--- config.mk ---
export PLATFORM = sky130hd
export DESIGN_NAME = bresenham_line_generator_core
export DESIGN_NICKNAME = d
export VERILOG_FILES = /design/src/hw/rtl/blg_pkg.sv /design/src/hw/rtl/blg_front.sv /design/src/hw/rtl/blg_queue.sv /design/src/hw/rtl/blg_back.sv /design/src/hw/rtl/bresenham_line_generator_core.sv
export SDC_FILE = /design/constraint.sdc
export NUM_CORES = 1
export LEC_CHECK = 0
export ABC_AREA = 1
export BUFFER_PORTS_ARGS = -buffer_cell sky130_fd_sc_hd__buf_2
export CAP_MARGIN = 20
export CORE_ASPECT_RATIO = 0.5
export CORE_MARGIN = 2
export CORE_UTILIZATION = 35
export CTS_CLUSTER_DIAMETER = 120
export DETAILED_ROUTE_END_ITERATION = 6
export HOLD_SLACK_MARGIN = 0.12
export PLACE_DENSITY_LB_ADDON = 0.2
export SLEW_MARGIN = 20
export SYNTH_ARGS = -nofsm -noshare
export SYNTH_HDL_FRONTEND = slang
export SYNTH_HIERARCHICAL = 1
export SYNTH_SLANG_ARGS = --single-unit
--- constraint.sdc ---
create_clock -name clk -period 7.6 [get_ports clk]
set_input_delay 1.14 -clock clk [delete_from_list [all_inputs] [get_ports clk]]
set_output_delay 1.14 -clock clk [all_outputs]
set_load 0.1 [all_outputs]
--- src/hw/rtl/blg_pkg.sv ---
// Shared types and fixed widths for the Bresenham line generator.
// No dependencies; every module of the block imports this package.
package blg_pkg;

  typedef enum logic {
    OP_LOAD = 1'b0,
    OP_TICK = 1'b1
  } blg_op_t;

  localparam int COLOR_BITS  = 32;
  localparam int STEP_BITS   = 2;
  localparam int ERR_EXTRA   = 3;
  localparam int QUEUE_DEPTH = 2;

  typedef struct packed {
    logic valid;
    logic full;
  } blg_qstat_t;

endpackage

--- src/hw/rtl/blg_front.sv ---
// Front end of the line generator: passes each input word's operation on and works out
// the line setup (steps, major axis, extents, initial error) for a load.
// Depends on blg_pkg.
module blg_front import blg_pkg::*; #(
  parameter int COORD_BITS = 12
) (
  input  logic                  operation,
  input  logic [COORD_BITS-1:0] x_start,
  input  logic [COORD_BITS-1:0] y_start,
  input  logic [COORD_BITS-1:0] x_end,
  input  logic [COORD_BITS-1:0] y_end,
  input  logic [COLOR_BITS-1:0] color,
  output logic [5*COORD_BITS+ERR_EXTRA+2*STEP_BITS+COLOR_BITS+1:0] entry
);

  localparam int CB = COORD_BITS;

  logic [CB:0]               dx;
  logic [CB:0]               dy;
  logic [CB-1:0]             adx;
  logic [CB-1:0]             ady;
  logic [STEP_BITS-1:0]      stx;
  logic [STEP_BITS-1:0]      sty;
  logic                      ymaj;
  logic [CB-1:0]             major;
  logic [CB-1:0]             minor;
  logic signed [CB+ERR_EXTRA-1:0] err;

  always_comb begin
    dx   = {1'b0, x_end} - {1'b0, x_start};
    dy   = {1'b0, y_end} - {1'b0, y_start};
    adx  = dx[CB] ? (x_start - x_end) : dx[CB-1:0];
    ady  = dy[CB] ? (y_start - y_end) : dy[CB-1:0];
    stx  = (dx == '0) ? 2'b00 : (dx[CB] ? 2'b11 : 2'b01);
    sty  = (dy == '0) ? 2'b00 : (dy[CB] ? 2'b11 : 2'b01);
    ymaj = adx < ady;
    major = ymaj ? ady : adx;
    minor = ymaj ? adx : ady;
    err  = signed'({2'b00, minor, 1'b0}) - signed'({3'b000, major});
  end

  assign entry = {operation, x_start, y_start, major, minor, err, stx, sty, ymaj, color};

endmodule

--- src/hw/rtl/blg_queue.sv ---
// Two-entry queue that decouples the front end from the pixel stepper.
// Depends on blg_pkg.
module blg_queue import blg_pkg::*; #(
  parameter int WIDTH = 90
) (
  input  logic             clk,
  input  logic             rst,
  input  logic             push,
  input  logic [WIDTH-1:0] wr_data,
  input  logic             pop,
  output logic [WIDTH-1:0] rd_data,
  output blg_qstat_t       stat
);

  localparam int PW = $clog2(QUEUE_DEPTH);

  logic [WIDTH-1:0] slots [QUEUE_DEPTH];
  logic [PW-1:0]    wr_ptr;
  logic [PW-1:0]    rd_ptr;
  logic [PW:0]      count;

  always_ff @(posedge clk) begin
    if (rst) begin
      wr_ptr <= '0;
      rd_ptr <= '0;
      count  <= '0;
    end else begin
      if (push) begin
        wr_ptr <= wr_ptr + 1'b1;
      end
      if (pop) begin
        rd_ptr <= rd_ptr + 1'b1;
      end
      if (push && !pop) begin
        count <= count + 1'b1;
      end else if (pop && !push) begin
        count <= count - 1'b1;
      end
    end
  end

  always_ff @(posedge clk) begin
    if (push) begin
      slots[wr_ptr] <= wr_data;
    end
  end

  assign rd_data    = slots[rd_ptr];
  assign stat.valid = count != '0;
  assign stat.full  = count == (PW+1)'(QUEUE_DEPTH);

endmodule

--- src/hw/rtl/blg_back.sv ---
// Back end of the line generator: holds the line in progress, steps it one
// pixel per tick and drives the output register. Depends on blg_pkg.
module blg_back import blg_pkg::*; #(
  parameter int COORD_BITS = 12
) (
  input  logic                  clk,
  input  logic                  rst,
  input  logic                  head_valid,
  input  logic [5*COORD_BITS+ERR_EXTRA+2*STEP_BITS+COLOR_BITS+1:0] head,
  output logic                  pop,
  output logic                  out_valid,
  input  logic                  out_stall,
  output logic [COORD_BITS-1:0] pixel_x,
  output logic [COORD_BITS-1:0] pixel_y,
  output logic [COLOR_BITS-1:0] pixel_color,
  output logic                  last_pixel
);

  localparam int CB = COORD_BITS;
  localparam int EB = CB + ERR_EXTRA;

  logic                  e_op;
  logic [CB-1:0]         e_x;
  logic [CB-1:0]         e_y;
  logic [CB-1:0]         e_major;
  logic [CB-1:0]         e_minor;
  logic signed [EB-1:0]  e_err;
  logic [STEP_BITS-1:0]  e_stx;
  logic [STEP_BITS-1:0]  e_sty;
  logic                  e_ymaj;
  logic [COLOR_BITS-1:0] e_color;

  logic                  active;
  logic [CB-1:0]         cur_x;
  logic [CB-1:0]         cur_y;
  logic [CB:0]           remaining;
  logic signed [EB-1:0]  error_term;
  logic [CB-1:0]         major_delta;
  logic [CB-1:0]         minor_delta;
  logic [STEP_BITS-1:0]  step_x;
  logic [STEP_BITS-1:0]  step_y;
  logic                  y_major;
  logic [COLOR_BITS-1:0] line_color;

  logic                  out_free;
  logic                  is_tick;
  logic                  emit;
  logic                  load;
  logic                  err_ge;
  logic [CB-1:0]         ext_x;
  logic [CB-1:0]         ext_y;
  logic signed [EB-1:0]  error_term_next;
  logic                  is_last;

  assign {e_op, e_x, e_y, e_major, e_minor, e_err, e_stx, e_sty, e_ymaj, e_color} = head;

  always_comb begin
    out_free = !out_valid || !out_stall;
    is_tick  = e_op == OP_TICK;
    load     = head_valid && !is_tick;
    emit     = head_valid && is_tick && active && out_free;
    pop      = load || (head_valid && is_tick && (!active || out_free));
    err_ge   = !error_term[EB-1];
    ext_x    = {{(CB-1){step_x[1]}}, step_x[0]};
    ext_y    = {{(CB-1){step_y[1]}}, step_y[0]};
    error_term_next = error_term + signed'({2'b00, minor_delta, 1'b0})
                    - (err_ge ? signed'({2'b00, major_delta, 1'b0}) : '0);
    is_last  = remaining == {{CB{1'b0}}, 1'b1};
  end

  always_ff @(posedge clk) begin
    if (rst) begin
      active     <= 1'b0;
      out_valid  <= 1'b0;
      cur_x      <= '0;
      cur_y      <= '0;
      remaining  <= '0;
      error_term <= '0;
      major_delta <= '0;
      minor_delta <= '0;
      step_x     <= '0;
      step_y     <= '0;
      y_major    <= 1'b0;
      line_color <= '0;
    end else begin
      if (emit) begin
        out_valid <= 1'b1;
      end else if (!out_stall) begin
        out_valid <= 1'b0;
      end
      if (load) begin
        active      <= 1'b1;
        cur_x       <= e_x;
        cur_y       <= e_y;
        remaining   <= {1'b0, e_major} + 1'b1;
        error_term  <= e_err;
        major_delta <= e_major;
        minor_delta <= e_minor;
        step_x      <= e_stx;
        step_y      <= e_sty;
        y_major     <= e_ymaj;
        line_color  <= e_color;
      end else if (emit) begin
        if (!y_major || err_ge) begin
          cur_x <= cur_x + ext_x;
        end
        if (y_major || err_ge) begin
          cur_y <= cur_y + ext_y;
        end
        error_term <= error_term_next;
        remaining  <= remaining - 1'b1;
        if (is_last) begin
          active <= 1'b0;
        end
      end
    end
  end

  always_ff @(posedge clk) begin
    if (emit) begin
      pixel_x     <= cur_x;
      pixel_y     <= cur_y;
      pixel_color <= line_color;
      last_pixel  <= is_last;
    end
  end

endmodule

--- src/hw/rtl/bresenham_line_generator_core.sv ---
// Top level of the Bresenham line generator: front end, queue and stepper.
// Depends on blg_pkg, blg_front, blg_queue and blg_back.
//
//   Channel  Valid      Stall      Payload
//   input    in_valid   in_stall   operation, x_start, y_start, x_end, y_end, color
//   output   out_valid  out_stall  pixel_x, pixel_y, pixel_color, last_pixel
//
// One input word is taken per cycle while in_stall is low; a tick word gives its pixel
// after acceptance by way of the queue and then the output register.
// The stepper retires one word per cycle unless a stalled output holds it, set by its error update and compare.
// Reset clears the queue, drops any line in progress and empties the output.
// A stall on the output holds the stepper, and the queue then fills and stalls the input.
module bresenham_line_generator_core import blg_pkg::*; #(
  parameter int COORD_BITS = 12
) (
  input  logic                  clk,
  input  logic                  rst,
  input  logic                  in_valid,
  output logic                  in_stall,
  input  logic                  operation,
  input  logic [COORD_BITS-1:0] x_start,
  input  logic [COORD_BITS-1:0] y_start,
  input  logic [COORD_BITS-1:0] x_end,
  input  logic [COORD_BITS-1:0] y_end,
  input  logic [COLOR_BITS-1:0] color,
  output logic                  out_valid,
  input  logic                  out_stall,
  output logic [COORD_BITS-1:0] pixel_x,
  output logic [COORD_BITS-1:0] pixel_y,
  output logic [COLOR_BITS-1:0] pixel_color,
  output logic                  last_pixel
);

  localparam int EW = 5*COORD_BITS + ERR_EXTRA + 2*STEP_BITS + COLOR_BITS + 2;

  logic [EW-1:0] front_entry;
  logic [EW-1:0] head;
  logic          push;
  logic          pop;
  blg_qstat_t    qstat;

  assign in_stall = qstat.full;
  assign push     = in_valid && !in_stall;

  blg_front #(.COORD_BITS(COORD_BITS)) u_front (
    .operation (operation),
    .x_start   (x_start),
    .y_start   (y_start),
    .x_end     (x_end),
    .y_end     (y_end),
    .color     (color),
    .entry     (front_entry)
  );

  blg_queue #(.WIDTH(EW)) u_queue (
    .clk     (clk),
    .rst     (rst),
    .push    (push),
    .wr_data (front_entry),
    .pop     (pop),
    .rd_data (head),
    .stat    (qstat)
  );

  blg_back #(.COORD_BITS(COORD_BITS)) u_back (
    .clk         (clk),
    .rst         (rst),
    .head_valid  (qstat.valid),
    .head        (head),
    .pop         (pop),
    .out_valid   (out_valid),
    .out_stall   (out_stall),
    .pixel_x     (pixel_x),
    .pixel_y     (pixel_y),
    .pixel_color (pixel_color),
    .last_pixel  (last_pixel)
  );

endmodule

==> flow_metrics.py, run 1 <==
metrics = {
    "route": {
        "drt-initial-drc-count": 936,
        "met2_length_mm": 21.9,
        "dr.pass1.iters": 5,
        "drcViolationCount": 0,
        "ant_nets": 0,
        "wl_met3_mm": 2.42,
        "wl_met1_mm": 26.0,
        "highest_layer": "met4",
        "wl_mm": 51.1,
        "via_per_inst": 4.70,
        "routedWlPerCell_um": 16.5,
        "vias": 14600,
    },
    "sta": {
        "min_period_over_period": 0.772,
        "slew_headroom": 0.316,
        "setup_viol": 0,
        "hold_viol": 0,
        "final.setup.tns_ps": 0,
        "slew_viol_final": 0,
        "max_freq_mhz": 170,
        "tightest_slew_ps": 1030,
        "period_minus_slack_ps": 5870,
        "timing.hold.ws_ps": 424,
        "rsz0062_at_grt": "false",
        "skew_ps": 24.7,
    },
    "die": {
        "rows": 63,
        "core_area_mm2": 0.0595,
        "chipHeight_um": 178,
        "start_util": 0.356,
        "die-area_mm2": 0.0626,
        "dieWidth_um": 352,
        "io_pins": 144,
    },
    "clocking": {
        "post-cts-setup-buffers": 0,
        "tritoncts.num_buffers": 38,
        "h-tree-depth": 2,
        "ctsHoldBuffers": 0,
        "cts_resized": 0,
        "clock_sinks": 376,
        "cts_root_buffer": "clkbuf_16",
        "clock_path_buffers": 3,
        "clkTransAtPathRegs_ps": 60,
        "clk_latency_ps": 550,
        "cts_tree": "done",
    },
    "yosys": {
        "synth_area_mm2": 0.0212,
        "ys_warn_count": 6,
        "synth_cells": 2199,
        "syn_area_per_cell_um2": 9.63,
        "syn_nets": 2409,
    },
    "setup_path": {
        "setup.worst_path.end": "u_queue/slots[0][49]",
        "reg2reg_to": "u_back/cur_x[3]",
        "crit_start": "y_end[0]",
        "worstRegToRegCells": 10,
        "worstSetupPathType": "input port to flop",
        "startpoint_type": "input port",
        "slowest_stage": "fa_1",
        "cp_common_cell": "nand2_1",
        "worstPathRequired_ps": 7880,
        "worst_setup_path_end_kind": "flop",
        "cp_max_fo": 38,
        "slowest_delay_ps": 480,
        "rrSetupSlack_ps": 4390,
        "crit_arrival_ps": 6150,
    },
    "grt": {
        "overflow": 0,
        "antenna_found_initial": 4,
        "grt_max_degree": 87,
        "grt_pass1_wl_mm": 79.2,
        "track_usage": 0.163,
        "grt_pass1_vias": 14100,
    },
    "pwr": {
        "p_int_w": 0.00579,
        "power_density_mw_per_mm2": 441,
        "leakagePower_nw": 10.0,
        "power_switching_w": 0.00446,
        "p_comb_frac": 0.503,
        "power_frac_seq": 0.315,
        "power_w": 0.0102,
        "switching_share": 0.435,
        "pwr-share-clk": 0.182,
        "ir_drop_mv": 0.269,
    },
    "placement": {
        "gp_congestion": 0.880,
        "port_buffers": 143,
        "dp_hpwl_mm": 36.0,
        "post_dp_cell_area_mm2": 0.0220,
    },
    "final_layout": {
        "fin_area_mm2": 0.0232,
        "drive_gt1_frac": 0.170,
        "nets": 2465,
        "fillers": 5976,
        "final_cell_mix": "nand2_1, inv_1, edfxtp_1, nor2_1, buf_2",
        "area_growth_pct": 9.67,
        "fin_util": 0.390,
        "layout_commonest_cell": "nand2_1",
        "multiInputGateArea_mm2": 0.00900,
        "seqCellArea_mm2": 0.0101,
    },
    "min_path": {
        "hold_class": "flop to flop",
    },
    "status": {
        "status": "finished, final reports clean",
    },
    "run": {
        "timing.max_cap.violations": 0,
    },
}
[power groups by stage]
stage | Clock (W) | Sequential (W) | Combinational (W)
3_3_place_gp | 0 | 0.00326 | 0.00514
5_1_grt | 0.00201 | 0.00329 | 0.00585
4_1_cts | 0.00194 | 0.00323 | 0.00520
2_1_floorplan | 0 | 0.00338 | 0.00396
6_report | 0.00186 | 0.00322 | 0.00516
3_5_place_dp | 0 | 0.00327 | 0.00517
[stage by stage]
stage | setup WS, ps | instances
2_1_floorplan | 1500 | 2199
3_3_place_gp | 1280 | 3027
3_5_place_dp | 1180 | 3027
4_1_cts | 1760 | 3097
5_1_grt | 1270 | 3097
6_report | 1730 | 3098
[flip-flops by register name (all words and copies together), names as in the netlist, 12 cells and up, named ones only]
| name | count |
|---|---|
| u_queue/slots | 200 |
| u_back/line_color | 32 |
| u_back/pixel_color | 32 |
| u_back/error_term | 14 |
| u_back/remaining | 13 |
| u_back/cur_x | 12 |
| u_back/cur_y | 12 |
| u_back/major_delta | 12 |
| u_back/minor_delta | 12 |
| u_back/pixel_x | 12 |
| u_back/pixel_y | 12 |
[critical path, delay by kind of cell]
kind            cells  cell delay (ps)
compound gates      9             1720
xor+xnor            1              100
buf+inv             5              570
fa+ha+maj           4             1320
simple gates       12             1280
[metal layers]
metal | global-route usage | up-vias
met2 | 0.254 | 250
met4 | 0.0303 | 0
met3 | 0.0255 | 55
met5 | 0 | -
li1 | - | 7389
met1 | 0.240 | 6878
[cell type report]
cell class	count	share of cell area
Multi-Input combinational cell	1402	0.388
Antenna cell	1	0.000108
Clock buffer	51	0.0466
Clock inverter	19	0.00603
Tap cell	812	0.0437
Sequential cell	376	0.435
Inverter	285	0.0465
Timing Repair Buffer	152	0.0343
[how the worst min path moves through the flow]
stage / start / to / slack, ps / cells after the start
6_report: u_back/line_color[24] / u_back/pixel_color[24] / 420 / 0
5_1_grt: u_back/line_color[2] / u_back/pixel_color[2] / 430 / 0
3_3_place_gp: u_back/line_color[2] / u_back/pixel_color[2] / 410 / 0
2_1_floorplan: u_back/line_color[0] / u_back/pixel_color[0] / 400 / 0
3_5_place_dp: u_back/line_color[22] / u_back/pixel_color[22] / 410 / 0
4_1_cts: u_back/line_color[22] / u_back/pixel_color[22] / 430 / 0
No activity file was read; power rests on OpenSTA's default activity.
==> run 2, diff against run 1 <==
- clock period: 7.6 -> 6.1 ns (I/O delays scaled with it)
==> run 2 against run 1 <==
Non-clock buffer count increased by 20. Routed wire length rose by 0.21%. Global-route usage grew 0.054 points. Critical endpoint unchanged. Setup slack worse by 1000 ps. Final cell count grew 0.61%. Flip-flop and latch count unchanged. First-iteration DRC count down 1.3%. Clock power rose by 33%. Power rose by 27%. Clock skew is 5.5 ps lower. Count of clock-buffer cells in the layout fell by 4.
==> flow_metrics.py, run 2 (same netlist as run 1, synthesis figures left out) <==
metrics = {
    "sta": {
        "final.setup.tns_ps": 0,
        "max_freq_mhz": 185,
        "min_period_over_period": 0.887,
        "rsz0062_at_grt": "false",
        "slew_viol_final": 0,
        "slew_headroom": 0.310,
        "timing.hold.ws_ps": 426,
        "hold_viol": 0,
        "setup_viol": 0,
        "tightest_slew_ps": 1030,
        "skew_ps": 19.2,
        "period_minus_slack_ps": 5410,
    },
    "setup_path": {
        "worstRegToRegCells": 10,
        "cp_max_fo": 23,
        "worstPathRequired_ps": 6390,
        "startpoint_type": "input port",
        "worst_setup_path_end_kind": "flop",
        "rrSetupSlack_ps": 2710,
        "crit_arrival_ps": 5700,
        "worstSetupPathType": "input port to flop",
    },
    "clocking": {
        "clkTransAtPathRegs_ps": 60,
        "clock_sinks": 376,
        "cts_resized": 0,
        "h-tree-depth": 2,
        "tritoncts.num_buffers": 38,
        "cts_root_buffer": "clkbuf_16",
        "ctsHoldBuffers": 0,
        "clk_latency_ps": 550,
        "cts_tree": "done",
        "post-cts-setup-buffers": 0,
        "clock_path_buffers": 3,
    },
    "pwr": {
        "power_switching_w": 0.00559,
        "leakagePower_nw": 10.2,
        "power_density_mw_per_mm2": 554,
        "switching_share": 0.430,
        "p_int_w": 0.00742,
        "power_w": 0.0130,
        "ir_drop_mv": 0.315,
        "pwr-share-clk": 0.190,
        "p_comb_frac": 0.502,
        "power_frac_seq": 0.308,
    },
    "final_layout": {
        "top_register": "u_queue/slots",
        "drive_gt1_frac": 0.179,
        "layout_commonest_cell": "nand2_1",
        "multiInputGateArea_mm2": 0.00900,
        "fillers": 5902,
        "largest_reg_flops": 200,
        "nets": 2485,
        "top_regs": "u_queue/slots: 200 flops, u_back/line_color: 32 flops, u_back/pixel_color: 32 flops",
        "seqCellArea_mm2": 0.0101,
        "area_growth_pct": 10.9,
        "final_cell_mix": "nand2_1, inv_1, edfxtp_1, nor2_1, buf_2",
    },
    "grt": {
        "grt_pass1_vias": 14200,
        "grt_pass1_wl_mm": 79.8,
        "track_usage": 0.164,
        "grt_max_degree": 85,
        "antenna_found_initial": 1,
        "overflow": 0,
    },
    "die": {
        "die-area_mm2": 0.0626,
        "rows": 63,
        "dieWidth_um": 352,
        "chipHeight_um": 178,
        "start_util": 0.356,
        "io_pins": 144,
        "core_area_mm2": 0.0595,
    },
    "status": {
        "status": "finished, final reports clean",
    },
    "min_path": {
        "hold_path_depth": 0,
        "hold_class": "flop to flop",
    },
    "route": {
        "ant_nets": 0,
        "routedWlPerCell_um": 16.4,
        "vias": 14700,
        "drcViolationCount": 0,
        "via_per_inst": 4.73,
        "drt-initial-drc-count": 924,
        "dr.pass1.iters": 5,
        "wl_mm": 51.2,
    },
    "placement": {
        "gp_congestion": 0.901,
        "port_buffers": 143,
        "dp_hpwl_mm": 36.4,
    },
    "run": {
        "timing.max_cap.violations": 0,
    },
}
run 2: final timing paths:
kind	startpoint	to
worst max-delay path	x_start[4]	u_queue/slots[0][49]
worst min register to register	u_back/line_color[24]	u_back/pixel_color[24]
worst max register to register	flop	u_back/remaining[11]
worst min-delay path	u_back/line_color[24]	u_back/pixel_color[24]
run 2: stage by stage:
stage	util	instance area, um2	setup WS (ps)	cells
floorplan	-	21200	226	2199
global placement	0.372	22100	236	3046
detailed placement	0.373	22200	140	3047
CTS	0.394	23500	739	3116
global route	0.394	23500	272	3117
finish	0.394	23500	691	3117
run 2: area by class of cell:
cell class / count / area share
Multi-Input combinational cell: 1402 / 0.383
Sequential cell: 376 / 0.430
Tap cell: 812 / 0.0433
Clock buffer: 47 / 0.0446
Antenna cell: 1 / 0.000107
Timing Repair Buffer: 172 / 0.0411
Inverter: 285 / 0.0460
Clock inverter: 22 / 0.0111
run 2: worst max-delay path, stage by stage:
cell	delay, ps
buf_2	120
inv_1	50
ha_1	430
nand2_1	110
nor2_1	150
nand2_1	110
nand3_1	140
a21boi_1	130
o21ai_0	210
xor2_1	180
nor2_1	80
a21oi_1	280
ha_1	300
a21oi_1	140
o21a_1	220
nand2_4	140
inv_4	190
o21ai_1	140
fa_1	470
nand3_1	90
and2_1	170
inv_1	70
a21oi_1	220
o21ai_0	170
a21o_1	190
a21oi_1	150
xnor2_1	110
run 2: layer usage:
metal  up-vias  wire length, um  track usage  share of wire
li1       7435                -            -              -
met1      7009            26300        0.241           0.51
met2       244            22100        0.257           0.43
met3        49             2240       0.0253          0.044
met4         0              588       0.0267          0.011
met5         -                0            0              0
run 2: power by group through the flow:
stage	Combinational [W]	Sequential [W]	Clock, W
floorplan	0.00493	0.00421	0
CTS	0.00658	0.00402	0.00257
finish	0.00653	0.00401	0.00247
detailed placement	0.00654	0.00407	0
global route	0.00736	0.00408	0.00266
global placement	0.00652	0.00406	0
